===== src/design/sle_pkg.sv =====
// Shared types, codes and helpers for the sorted list engine.
// No dependencies; imported by sle_cell, sle_chain and sorted_list_engine_unit.
package sle_pkg;

   localparam int DEPTH   = 16;
   localparam int CNT_W   = $clog2(DEPTH + 1);
   localparam int VALUE_W = 32;
   localparam int OP_W    = 2;
   localparam int STAT_W  = 2;
   localparam int POS_W   = 5;

   localparam logic [OP_W-1:0] OP_INSERT = 2'd0;
   localparam logic [OP_W-1:0] OP_REMOVE = 2'd1;
   localparam logic [OP_W-1:0] OP_SEARCH = 2'd2;

   localparam logic [STAT_W-1:0] ST_OK        = 2'd0;
   localparam logic [STAT_W-1:0] ST_NOT_FOUND = 2'd1;
   localparam logic [STAT_W-1:0] ST_EMPTY     = 2'd2;
   localparam logic [STAT_W-1:0] ST_FULL      = 2'd3;

   typedef struct packed {
      logic [OP_W-1:0]           req_type;
      logic signed [VALUE_W-1:0] value;
   } req_type_type;

   typedef struct packed {
      logic [STAT_W-1:0] status;
      logic [POS_W-1:0]  position;
      logic [POS_W-1:0]  occupancy;
   } rsp_type;

   typedef struct packed {
      logic                      cmp_en;
      logic                      ins_en;
      logic                      rem_en;
      logic signed [VALUE_W-1:0] key;
   } ctl_type;

   typedef struct packed {
      logic lt;
      logic le;
      logic eq;
   } flag_type;

   typedef struct packed {
      logic             found;
      logic [CNT_W-1:0] lt_cnt;
      logic [CNT_W-1:0] le_cnt;
   } chain_stat_type;

   function automatic logic [CNT_W-1:0] therm_count(input logic [DEPTH-1:0] t);
      logic [DEPTH+1:0] ext;
      logic [CNT_W-1:0] n;
      ext = {1'b0, t, 1'b1};
      n   = '0;
      for (int j = 0; j <= DEPTH; j++) begin
         if (ext[j] && !ext[j+1]) begin
            n = n | CNT_W'(j);
         end
      end
      return n;
   endfunction

endpackage


===== src/design/sorted_list_engine_unit.sv =====
// Sorted list engine: keeps up to DEPTH signed values in ascending order.
// Request beat (req_valid/req_ready, req_data): req_type 0 insert, 1 remove,
// 2 search, 3 no operation; value is the signed 32-bit key.
// Response beat (rsp_valid/rsp_ready, rsp_data): status (ok, not found,
// empty, full), 1-based position (0 unless ok) and occupancy afterwards.
// Every request gives exactly one response, in order.
// Each request passes through accept, compare and shift: in compare every cell
// compares its entry with the key; in shift the cells move toward or away
// from the key's slot and the response register loads. A new request is taken
// only once the previous one has left the compare-then-shift sequence.
// Response valid is registered and rises as the shift step completes.
// A stalled response holds in its register; the next request may be taken
// meanwhile and waits in the shift cycle until the register frees.
// Synchronous reset empties the list and drops any pending response.
// Depends on sle_pkg and sle_chain.
module sorted_list_engine_unit (
   input  logic                  clock,
   input  logic                  reset,
   input  logic                  req_valid,
   output logic                  req_ready,
   input  sle_pkg::req_type_type req_data,
   output logic                  rsp_valid,
   input  logic                  rsp_ready,
   output sle_pkg::rsp_type      rsp_data
);
   import sle_pkg::*;

   localparam logic [1:0] S_IDLE  = 2'd0;
   localparam logic [1:0] S_CMP   = 2'd1;
   localparam logic [1:0] S_APPLY = 2'd2;

   logic [1:0]         state_ff, state_in;
   logic [CNT_W-1:0]   count_ff, count_in;
   logic               rsp_valid_ff, rsp_valid_in;
   rsp_type            rsp_ff, rsp_in;
   req_type_type       req_ff;
   ctl_type            ctl;
   chain_stat_type     stat;
   logic               slot_free;
   logic               full;
   logic               empty;

   assign req_ready = (state_ff == S_IDLE);
   assign slot_free = !rsp_valid_ff || rsp_ready;
   assign full      = (count_ff == CNT_W'(DEPTH));
   assign empty     = (count_ff == '0);

   sle_chain u_chain (
      .clock (clock),
      .ctl   (ctl),
      .count (count_ff),
      .stat  (stat)
   );

   always_comb begin
      state_in     = state_ff;
      count_in     = count_ff;
      rsp_valid_in = rsp_valid_ff && !rsp_ready;
      rsp_in       = rsp_ff;
      ctl.cmp_en   = 1'b0;
      ctl.ins_en   = 1'b0;
      ctl.rem_en   = 1'b0;
      ctl.key      = req_ff.value;
      unique case (state_ff)
         S_IDLE: begin
            if (req_valid) begin
               state_in = S_CMP;
            end
         end
         S_CMP: begin
            ctl.cmp_en = 1'b1;
            state_in   = S_APPLY;
         end
         S_APPLY: begin
            if (slot_free) begin
               rsp_in.status   = ST_OK;
               rsp_in.position = '0;
               unique case (req_ff.req_type)
                  OP_INSERT: begin
                     if (full) begin
                        rsp_in.status = ST_FULL;
                     end else begin
                        ctl.ins_en      = 1'b1;
                        rsp_in.position = POS_W'(stat.le_cnt) + POS_W'(1);
                        count_in        = count_ff + CNT_W'(1);
                     end
                  end
                  OP_REMOVE: begin
                     if (empty) begin
                        rsp_in.status = ST_EMPTY;
                     end else if (!stat.found) begin
                        rsp_in.status = ST_NOT_FOUND;
                     end else begin
                        ctl.rem_en      = 1'b1;
                        rsp_in.position = POS_W'(stat.lt_cnt) + POS_W'(1);
                        count_in        = count_ff - CNT_W'(1);
                     end
                  end
                  OP_SEARCH: begin
                     if (empty) begin
                        rsp_in.status = ST_EMPTY;
                     end else if (!stat.found) begin
                        rsp_in.status = ST_NOT_FOUND;
                     end else begin
                        rsp_in.position = POS_W'(stat.lt_cnt) + POS_W'(1);
                     end
                  end
                  default: begin
                  end
               endcase
               rsp_in.occupancy = POS_W'(count_in);
               rsp_valid_in     = 1'b1;
               state_in         = S_IDLE;
            end
         end
         default: begin
            state_in = S_IDLE;
         end
      endcase
   end

   always_ff @(posedge clock) begin
      if (reset) begin
         state_ff     <= S_IDLE;
         count_ff     <= '0;
         rsp_valid_ff <= 1'b0;
      end else begin
         state_ff     <= state_in;
         count_ff     <= count_in;
         rsp_valid_ff <= rsp_valid_in;
      end
   end

   always_ff @(posedge clock) begin
      rsp_ff <= rsp_in;
      if (req_valid && req_ready) begin
         req_ff <= req_data;
      end
   end

   assign rsp_valid = rsp_valid_ff;
   assign rsp_data  = rsp_ff;

`ifndef SYNTH
   a_count_bound: assert property (@(posedge clock) disable iff (reset)
      count_ff <= CNT_W'(DEPTH))
      else $error("occupancy above depth");

   a_accept_to_cmp: assert property (@(posedge clock) disable iff (reset)
      (req_valid && req_ready) |=> (state_ff == S_CMP))
      else $error("accepted request did not start compare");

   a_cmp_to_apply: assert property (@(posedge clock) disable iff (reset)
      (state_ff == S_CMP) |=> (state_ff == S_APPLY))
      else $error("compare not followed by shift cycle");

   a_occ_matches: assert property (@(posedge clock) disable iff (reset)
      $rose(rsp_valid_ff) |-> (rsp_ff.occupancy == POS_W'(count_ff)))
      else $error("response occupancy differs from list count");

   a_count_step: assert property (@(posedge clock) disable iff (reset)
      (state_ff != S_APPLY) |=> $stable(count_ff))
      else $error("count changed outside shift cycle");
`endif

endmodule


===== src/design/sle_cell.sv =====
// One storage cell of the sorted list: an entry plus its compare flags.
// Depends on sle_pkg.
module sle_cell (
   input  logic                              clock,
   input  sle_pkg::ctl_type                  ctl,
   input  logic                              occ,
   input  logic                              left_le,
   input  logic signed [sle_pkg::VALUE_W-1:0] left_value,
   input  logic signed [sle_pkg::VALUE_W-1:0] right_value,
   output sle_pkg::flag_type                 flags,
   output logic signed [sle_pkg::VALUE_W-1:0] value
);
   import sle_pkg::*;

   logic signed [VALUE_W-1:0] entry_ff;
   flag_type                  flags_ff;

   always_ff @(posedge clock) begin
      if (ctl.cmp_en) begin
         flags_ff.lt <= occ && (entry_ff <  ctl.key);
         flags_ff.le <= occ && (entry_ff <= ctl.key);
         flags_ff.eq <= occ && (entry_ff == ctl.key);
      end
   end

   always_ff @(posedge clock) begin
      if (ctl.ins_en && !flags_ff.le) begin
         entry_ff <= left_le ? ctl.key : left_value;
      end else if (ctl.rem_en && !flags_ff.lt) begin
         entry_ff <= right_value;
      end
   end

   assign flags = flags_ff;
   assign value = entry_ff;

endmodule


===== src/design/sle_chain.sv =====
// Row of DEPTH cells with neighbor links and thermometer-to-count encoders.
// Depends on sle_pkg and sle_cell.
module sle_chain (
   input  logic                         clock,
   input  sle_pkg::ctl_type             ctl,
   input  logic [sle_pkg::CNT_W-1:0]    count,
   output sle_pkg::chain_stat_type      stat
);
   import sle_pkg::*;

   flag_type                  flags [DEPTH];
   logic signed [VALUE_W-1:0] values [DEPTH];
   logic [DEPTH-1:0]          lt_vec;
   logic [DEPTH-1:0]          le_vec;
   logic [DEPTH-1:0]          eq_vec;

   for (genvar i = 0; i < DEPTH; i++) begin : g_cell
      logic                      occ;
      logic                      left_le;
      logic signed [VALUE_W-1:0] left_value;
      logic signed [VALUE_W-1:0] right_value;

      assign occ = (count > CNT_W'(i));

      if (i == 0) begin : g_head
         assign left_le    = 1'b1;
         assign left_value = ctl.key;
      end else begin : g_body
         assign left_le    = flags[i-1].le;
         assign left_value = values[i-1];
      end

      if (i == DEPTH - 1) begin : g_tail
         assign right_value = values[i];
      end else begin : g_mid
         assign right_value = values[i+1];
      end

      sle_cell u_cell (
         .clock       (clock),
         .ctl         (ctl),
         .occ         (occ),
         .left_le     (left_le),
         .left_value  (left_value),
         .right_value (right_value),
         .flags       (flags[i]),
         .value       (values[i])
      );

      assign lt_vec[i] = flags[i].lt;
      assign le_vec[i] = flags[i].le;
      assign eq_vec[i] = flags[i].eq;
   end

   assign stat.found  = |eq_vec;
   assign stat.lt_cnt = therm_count(lt_vec);
   assign stat.le_cnt = therm_count(le_vec);

endmodule

===== config.mk =====
export PLATFORM = sky130hd
export DESIGN_NAME = sorted_list_engine_unit
export DESIGN_NICKNAME = d
export VERILOG_FILES = /design/src/design/sle_pkg.sv /design/src/design/sorted_list_engine_unit.sv /design/src/design/sle_cell.sv /design/src/design/sle_chain.sv
export SDC_FILE = /design/constraint.sdc
export NUM_CORES = 2
export LEC_CHECK = 0
export ABC_AREA = 1
export BUFFER_PORTS_ARGS = -buffer_cell sky130_fd_sc_hd__buf_2
export CAP_MARGIN = 20
export CELL_PAD_IN_SITES_DETAIL_PLACEMENT = 0
export CELL_PAD_IN_SITES_GLOBAL_PLACEMENT = 2
export CORE_ASPECT_RATIO = 1.25
export CORE_MARGIN = 2
export CORE_UTILIZATION = 36
export CTS_CLUSTER_DIAMETER = 80
export DETAILED_ROUTE_END_ITERATION = 10
export MAX_ROUTING_LAYER = met4
export PLACE_DENSITY = 0.82
export SLEW_MARGIN = 20
export SYNTH_ARGS = -nofsm -noshare
export SYNTH_HDL_FRONTEND = slang
export SYNTH_SLANG_ARGS = --single-unit

===== constraint.sdc =====
create_clock -name clock -period 4.1 [get_ports clock]
set_input_delay 0.615 -clock clock [delete_from_list [all_inputs] [get_ports clock]]
set_output_delay 0.615 -clock clock [all_outputs]
set_load 0.005 [all_outputs]

Word-level counts from Yosys, hierarchy flattened

Index checks and enable logic that the tools add are counted.

Register bits: 614
Bits in latches: 0
Memory bits (writable): 0
Bits in read-only memories: 0
Bits of input ports: 38
Output and inout port bits: 14
Word-level logic and storage cells: 416
Memories kept: 0

Add/subtract/negate cells: 4
$mul: 0
Divide/modulo/power cells: 0
Magnitude comparators: 48
Equal/unequal tests: 23
Shift operators: 0
Multiplexer cells: 101
Bitwise operators: 0
Reductions and logical operators: 168

Operators by type and width:

| kind                                                          | number |
|---|---|
| two-way mux 32 bit                                            | 45 |
| == test 32 bit                                                | 16 |
| less-or-equal comparator 32 bit                               | 16 |
| less-than comparator 32 bit                                   | 16 |
| logical AND 1 bit                                             | 111 |
| two-way mux 4 bit                                             | 16 |
| greater-than comparator 5 x 4 -> 1 bit, second input constant | 8 |
| two-way mux 5 bit                                             | 8 |
| logical NOT 1 bit                                             | 34 |
| nonzero test 2 bit                                            | 15 |
| two-way mux 3 bit                                             | 8 |
| greater-than comparator 5 x 3 -> 1 bit, second input constant | 4 |
| two-way mux 2 bit                                             | 10 |
| OR reduction 16 bit                                           | 1 |
| adder 5 x 1 -> 5 bit, second input constant                   | 3 |
| one-hot mux 7 bit (2 select lines)                            | 1 |
| two-way mux 1 bit                                             | 11 |
| greater-than comparator 5 x 1 -> 1 bit, second input constant | 2 |
| greater-than comparator 5 x 2 -> 1 bit, second input constant | 2 |
| one-hot mux 5 bit (2 select lines)                            | 1 |
| one-hot mux 2 bit (3 select lines)                            | 1 |
| == test 5 bit, second input constant                          | 1 |
| logical NOT 5 bit                                             | 1 |
| subtractor 5 x 1 -> 5 bit, second input constant              | 1 |
| other kinds (7)                                               | 12 |

Longest topological paths before layout

Depth after elaboration: 22
Depth in mapped cells: 16
Gate-level depth less buffers: 16

Cells and area by module

A second synthesis with hierarchy kept.

Cell total of the unflattened synthesis: 5565
Area total of the unflattened synthesis: 44156.1 um^2

Modules (own cells, without submodules):

| module                  | times used | cells each | area each (um^2) | sequential area each (um^2) |
|---|---|---|---|---|
| sle_cell                | 16         | 327        | 2582.5           | 1051.0 |
| sorted_list_engine_unit | 1          | 186        | 2253.4           | 1541.5 |
| sle_chain               | 1          | 147        | 583.1            | 0.0 |

Worst setup path before layout

OpenSTA, ideal clock, no wires.

Kind: register to register
From: reg count_ff[0]
To: reg u_chain.g_cell[0].u_cell.entry_ff[0] (enable)
Library setup time: 0.466 ns
Arrival time: 3.577 ns
Required time: 3.634 ns
Path slack: 0.058 ns
Cell stages (with the launch flop): 10
Path buffers: 0
Period minus slack after synthesis: 4.042 ns
Cells stage by stage: dfxtp_1 inv_1 ha_1 nand2_1 nand2_1 inv_1 nand2_1 inv_1 nand2_1 o21ai_0

Cells in the longest elaborated chain, start to end: 7
Elaborated cells on any way between the ends: 11
Classes of those cells: 1 x eq/ne; 6 x mux; 4 x reduce/logical

RTL lines:

| what                                               | RTL line                                                     | text |
|---|---|---|
| from (decl)                                        | sorted_list_engine_unit.sv:33                                | `logic [CNT_W-1:0] count_ff, count_in;` |
| from (signal assigned)                             | sorted_list_engine_unit.sv:129                               | `count_ff <= count_in;` |
| == test 5 bit or logical NOT 5 bit (tied branches) | sorted_list_engine_unit.sv:45, sorted_list_engine_unit.sv:46 |  |
| two-way mux 1 bit, on equally long branches        | sorted_list_engine_unit.sv:80, sorted_list_engine_unit.sv:89 |  |
| two-way mux 1 bit                                  | sorted_list_engine_unit.sv:78                                | `unique case (req_ff.req_type)` |
| two-way mux 2 bit (*)                              | sorted_list_engine_unit.sv:75                                | `if (slot_free) begin` |
| two-way mux 2 bit (*)                              | sorted_list_engine_unit.sv:64                                | `unique case (state_ff)` |
| logical AND 1 bit, on equally long branches        | sle_cell.sv:27, sle_cell.sv:29                               |  |
| nonzero test 2 bit (no source line) (*)            | --                                                           |  |
| to (signal assigned)                               | sle_cell.sv:28                                               | `entry_ff <= left_le ? ctl.key : left_value;` |
| to (signal assigned)                               | sle_cell.sv:30                                               | `entry_ff <= right_value;` |
| to (decl)                                          | sle_cell.sv:15                                               | `logic signed [VALUE_W-1:0] entry_ff;` |

Mark *: on every way between the ends. The rest lies on a longest branch, timed or not.
A chain may end at the register's enable or synchronous reset.

Final worst setup path

From: reg count_ff[0]
To: reg u_chain.g_cell[8].u_cell.entry_ff[0] (data pin)

Cells in the longest elaborated chain, start to end: 7

RTL lines:

| what                 | RTL line                      | text |
|---|---|---|
| == test 5 bit        | sorted_list_engine_unit.sv:45 | `assign full = (count_ff == CNT_W'(DEPTH));` |
| two-way mux 1 bit    | sorted_list_engine_unit.sv:80 | `if (full) begin` |
| two-way mux 1 bit    | sorted_list_engine_unit.sv:78 |  |
| two-way mux 2 bit    | sorted_list_engine_unit.sv:75 |  |
| two-way mux 2 bit    | sorted_list_engine_unit.sv:64 |  |
| logical AND 1 bit    | sle_cell.sv:27                | `if (ctl.ins_en && !flags_ff.le) begin` |
| two-way mux 32 bit   | sle_cell.sv:27                |  |
| to (signal assigned) | sle_cell.sv:28                |  |
| to (signal assigned) | sle_cell.sv:30                |  |
| to (decl)            | sle_cell.sv:15                |  |

No other way between the ends.

==> run_results.csv <==
group,metric,value,unit
cells_and_area,syn_to_final_growth,11.4,%
floorplanning,chipWidth,309,µm
detailed_routing,drc,0,
detailed_routing,wl,116000,µm
critical_path,worst_setup_path_end_kind,"flip-flop",
yosys,synthArstFlopShare,0,
place,dp_hpwl,91000,µm
yosys,syn_area,0.0420,mm²
cells_and_area,antennaDiodeCount,0,
clocking,cts.clk_slew.worst_paths,60,ps
critical_path,setup.worst_path.start_class,"flip-flop",
critical_path,cpLargestDelayFamily,"simple AND/OR/NAND/NOR gates",
floorplanning,rows,140,
yosys,synth.distinct_cells,40,
yosys,synth_edf_count,606,
detailed_routing,vias_per_cell,4.99,
floorplanning,die_y,386,µm
critical_path,cp_data_arrival_time,3520,ps
timing,period_minus_slack,3030,ps
timing,clock_skew,23.5,ps
timing,hold_viol_final,0,
yosys,netlist_instances,4981,
clocking,cts.path.max_buffers,3,
timing,rsz0062_at_grt,"no",
timing,worst_pin_slew,1040,ps
yosys,synth_area_leader_cell,"edfxtp_1",
global_route,grt_usage,0.199,
place,gp_congestion,0.852,
clocking,root_buffer,"clkbuf_16",
timing,maxSlewHeadroom,0.300,
timing,finalSetupTns,0,ps
cells_and_area,final_cell_mix,"1212 x nand2_1, 606 x edfxtp_1, 596 x a21oi_1",
power,p_per_area,328,mW/mm²
hold_path,min_path_type,"in -> reg",
detailed_routing,routedWlPerCell,17.5,µm
job,maxCapViolations,0,
yosys,synth_top_flop_cell,"edfxtp_1",
cells_and_area,final_common_cell,"nand2_1",
detailed_routing,vias,33032,
global_route,grt_max_degree,67,
floorplanning,dieArea,0.119,mm²
yosys,synth_nets,5541,
detailed_routing,postRouteAntennaNets,0,
clocking,tritoncts,"yes",
floorplanning,ios,52,
clocking,postCtsSetupRepairBufs,0,
global_route,grt_pass1_vias,31725,
timing,finalSetupViolations,0,
yosys,synthTopCellsByArea,"edfxtp_1 43%, ha_1 16%, nand2_1 11%",
clocking,holdBufCountCts,0,
critical_path,critPathRequiredTime,4590,ps
cells_and_area,utilization,0.403,
timing,finalCritPeriodShare,0.739,
clocking,worst_skew_pair.late_latency,650,ps
critical_path,path_cells,"inv_1 > ha_1 > nand3_2 > nor2_2 > inv_2 > nand2_4 > nor2_4 > inv_4 > buf_12 > nor2_8 > o211ai_1 > o21ai_1",
clocking,cts_resized,0,
power,p_leak,19.9,nW
global_route,grt_overflow,0,
power,total_power,0.0154,W
yosys,yosys.area.top_type_share,0.433,
yosys,ys_warn_count,0,
yosys,synth_area_per_cell,8.43,µm²
clocking,cts.sinks,614,
critical_path,cp_slowest_cell,"nor2_8",
detailed_routing,drt_iter0_drc,2282,
timing,drv_slew,0,
critical_path,cpPeakStageDelay,610,ps
yosys,yosysSeqAreaShare,0.437,
critical_path,path_buf_inv,4,
clocking,htree_levels,3,
clocking,cts_buffers,72,
power,vdd_drop_max,290,µV
timing,fmax,0.330,GHz
timing,worst_slack,1070,ps
cells_and_area,layout-drive-gt1-share,0.0657,
place,post-place-ws,936,ps
cells_and_area,layout.nets,5559,
status,status,"finished, final reports clean",
global_route,grt_antenna_before_repair,0,
yosys,ys_ff_latch,614,
place,port_buffers,51,
critical_path,path_max_fanout,64,
global_route,grt_pass1_wl,180000,µm
critical_path,path_class,"reg -> reg",
detailed_routing,dr.pass1.iters,5,
floorplanning,initial_core_util,0.362,
floorplanning,coreArea,0.116,mm²
## registers in the layout (all words and copies together), names as in the netlist
name and count:
rsp_valid 1, req_ff 2, state_ff 2, count_ff 5, u_chain.g_cell.u_cell.flags 48, ctl 32
u_chain.g_cell.u_cell.value 512, rsp_data 12
## power by group
group	leakage [nW]	total, W	switching [W]	internal, W
sequential	5.56	0.00704	0.0000961	0.00694
clock	1.15	0.00660	0.00275	0.00385
combinational	13.2	0.00173	0.00115	0.000576
total	19.9	0.0154	0.00399	0.0114
## routing by layer
metal / wire length [µm] / GRT usage / share of wire / vias to the layer above
met1: 52000 / 0.247 / 0.45 / 15095
met2: 56800 / 0.341 / 0.49 / 490
met5: 0 / - / 0 / -
li1: - / - / - / 17309
met3: 3740 / 0.0207 / 0.032 / 138
met4: 3150 / 0.0628 / 0.027 / 0
## cells in the mapped netlist (2+ instances only)
master	n
a21boi_0	2
a21o_1	15
a21oi_1	596
a31oi_1	35
and3_1	11
buf_1	33
buf_2	94
buf_4	6
buf_6	2
clkbuf_1	98
dfxtp_1	8
edfxtp_1	606
ha_1	522
inv_1	324
inv_2	7
nand2_1	1213
nand3_1	85
nand3b_1	2
nand4_1	43
nor2_1	591
nor2_4	3
nor2_8	14
nor3_1	13
nor3b_1	2
nor4_1	5
o211ai_1	46
o21a_1	36
o21ai_0	528
o21ai_1	13
o21bai_1	3
o22ai_1	15
or2_2	2
## final timing paths
| check | slack [ps] | startpoint | cells past startpoint | to |
|---|---|---|---|---|
| max | 1070 | count_ff[0]$_SDFFE_PP0P_ | 12 | u_chain.g_cell[8].u_cell.value[0]$_DFFE_PP_ |
| min | 140 | req_data[8] | 1 | ctl[8]$_DFFE_PP_ |
| max reg2reg | 1070 | count_ff[0]$_SDFFE_PP0P_ | 12 | u_chain.g_cell[8].u_cell.value[0]$_DFFE_PP_ |
| min reg2reg | 530 | state_ff[1]$_SDFFE_PP0P_ | 1 | state_ff[0]$_SDFFE_PP0P_ |
## final cells by class
cell class              count  area (µm²)
fillers                 11731       69400
multi-input cells        3801       21600
well taps                1562        1950
repair buffers            178        1320
flip-flops and latches    614       18400
clock inverters            39         377
inverters                 332        1250
clock buffers              89        1970
## through the flow
stage	hold slack, ps	area [µm²]	cells
after global placement	504	44400	6487
after global routing	116	46800	6615
after detailed placement	516	44400	6487
after CTS	84.4	46800	6615
final	139	46800	6615
after floorplan	463	42000	4981
## logic make-up after synthesis
kind of cell,share of synthesized area
AO/OA/AOI/OAI,0.161
XOR/XNOR,0.000209
adder cells (fa/ha/maj),0.156
buffers and inverters,0.0547
flip-flops,0.437
AND/OR/NAND/NOR,0.191
Note: power is estimated with default switching activity, not from simulation.
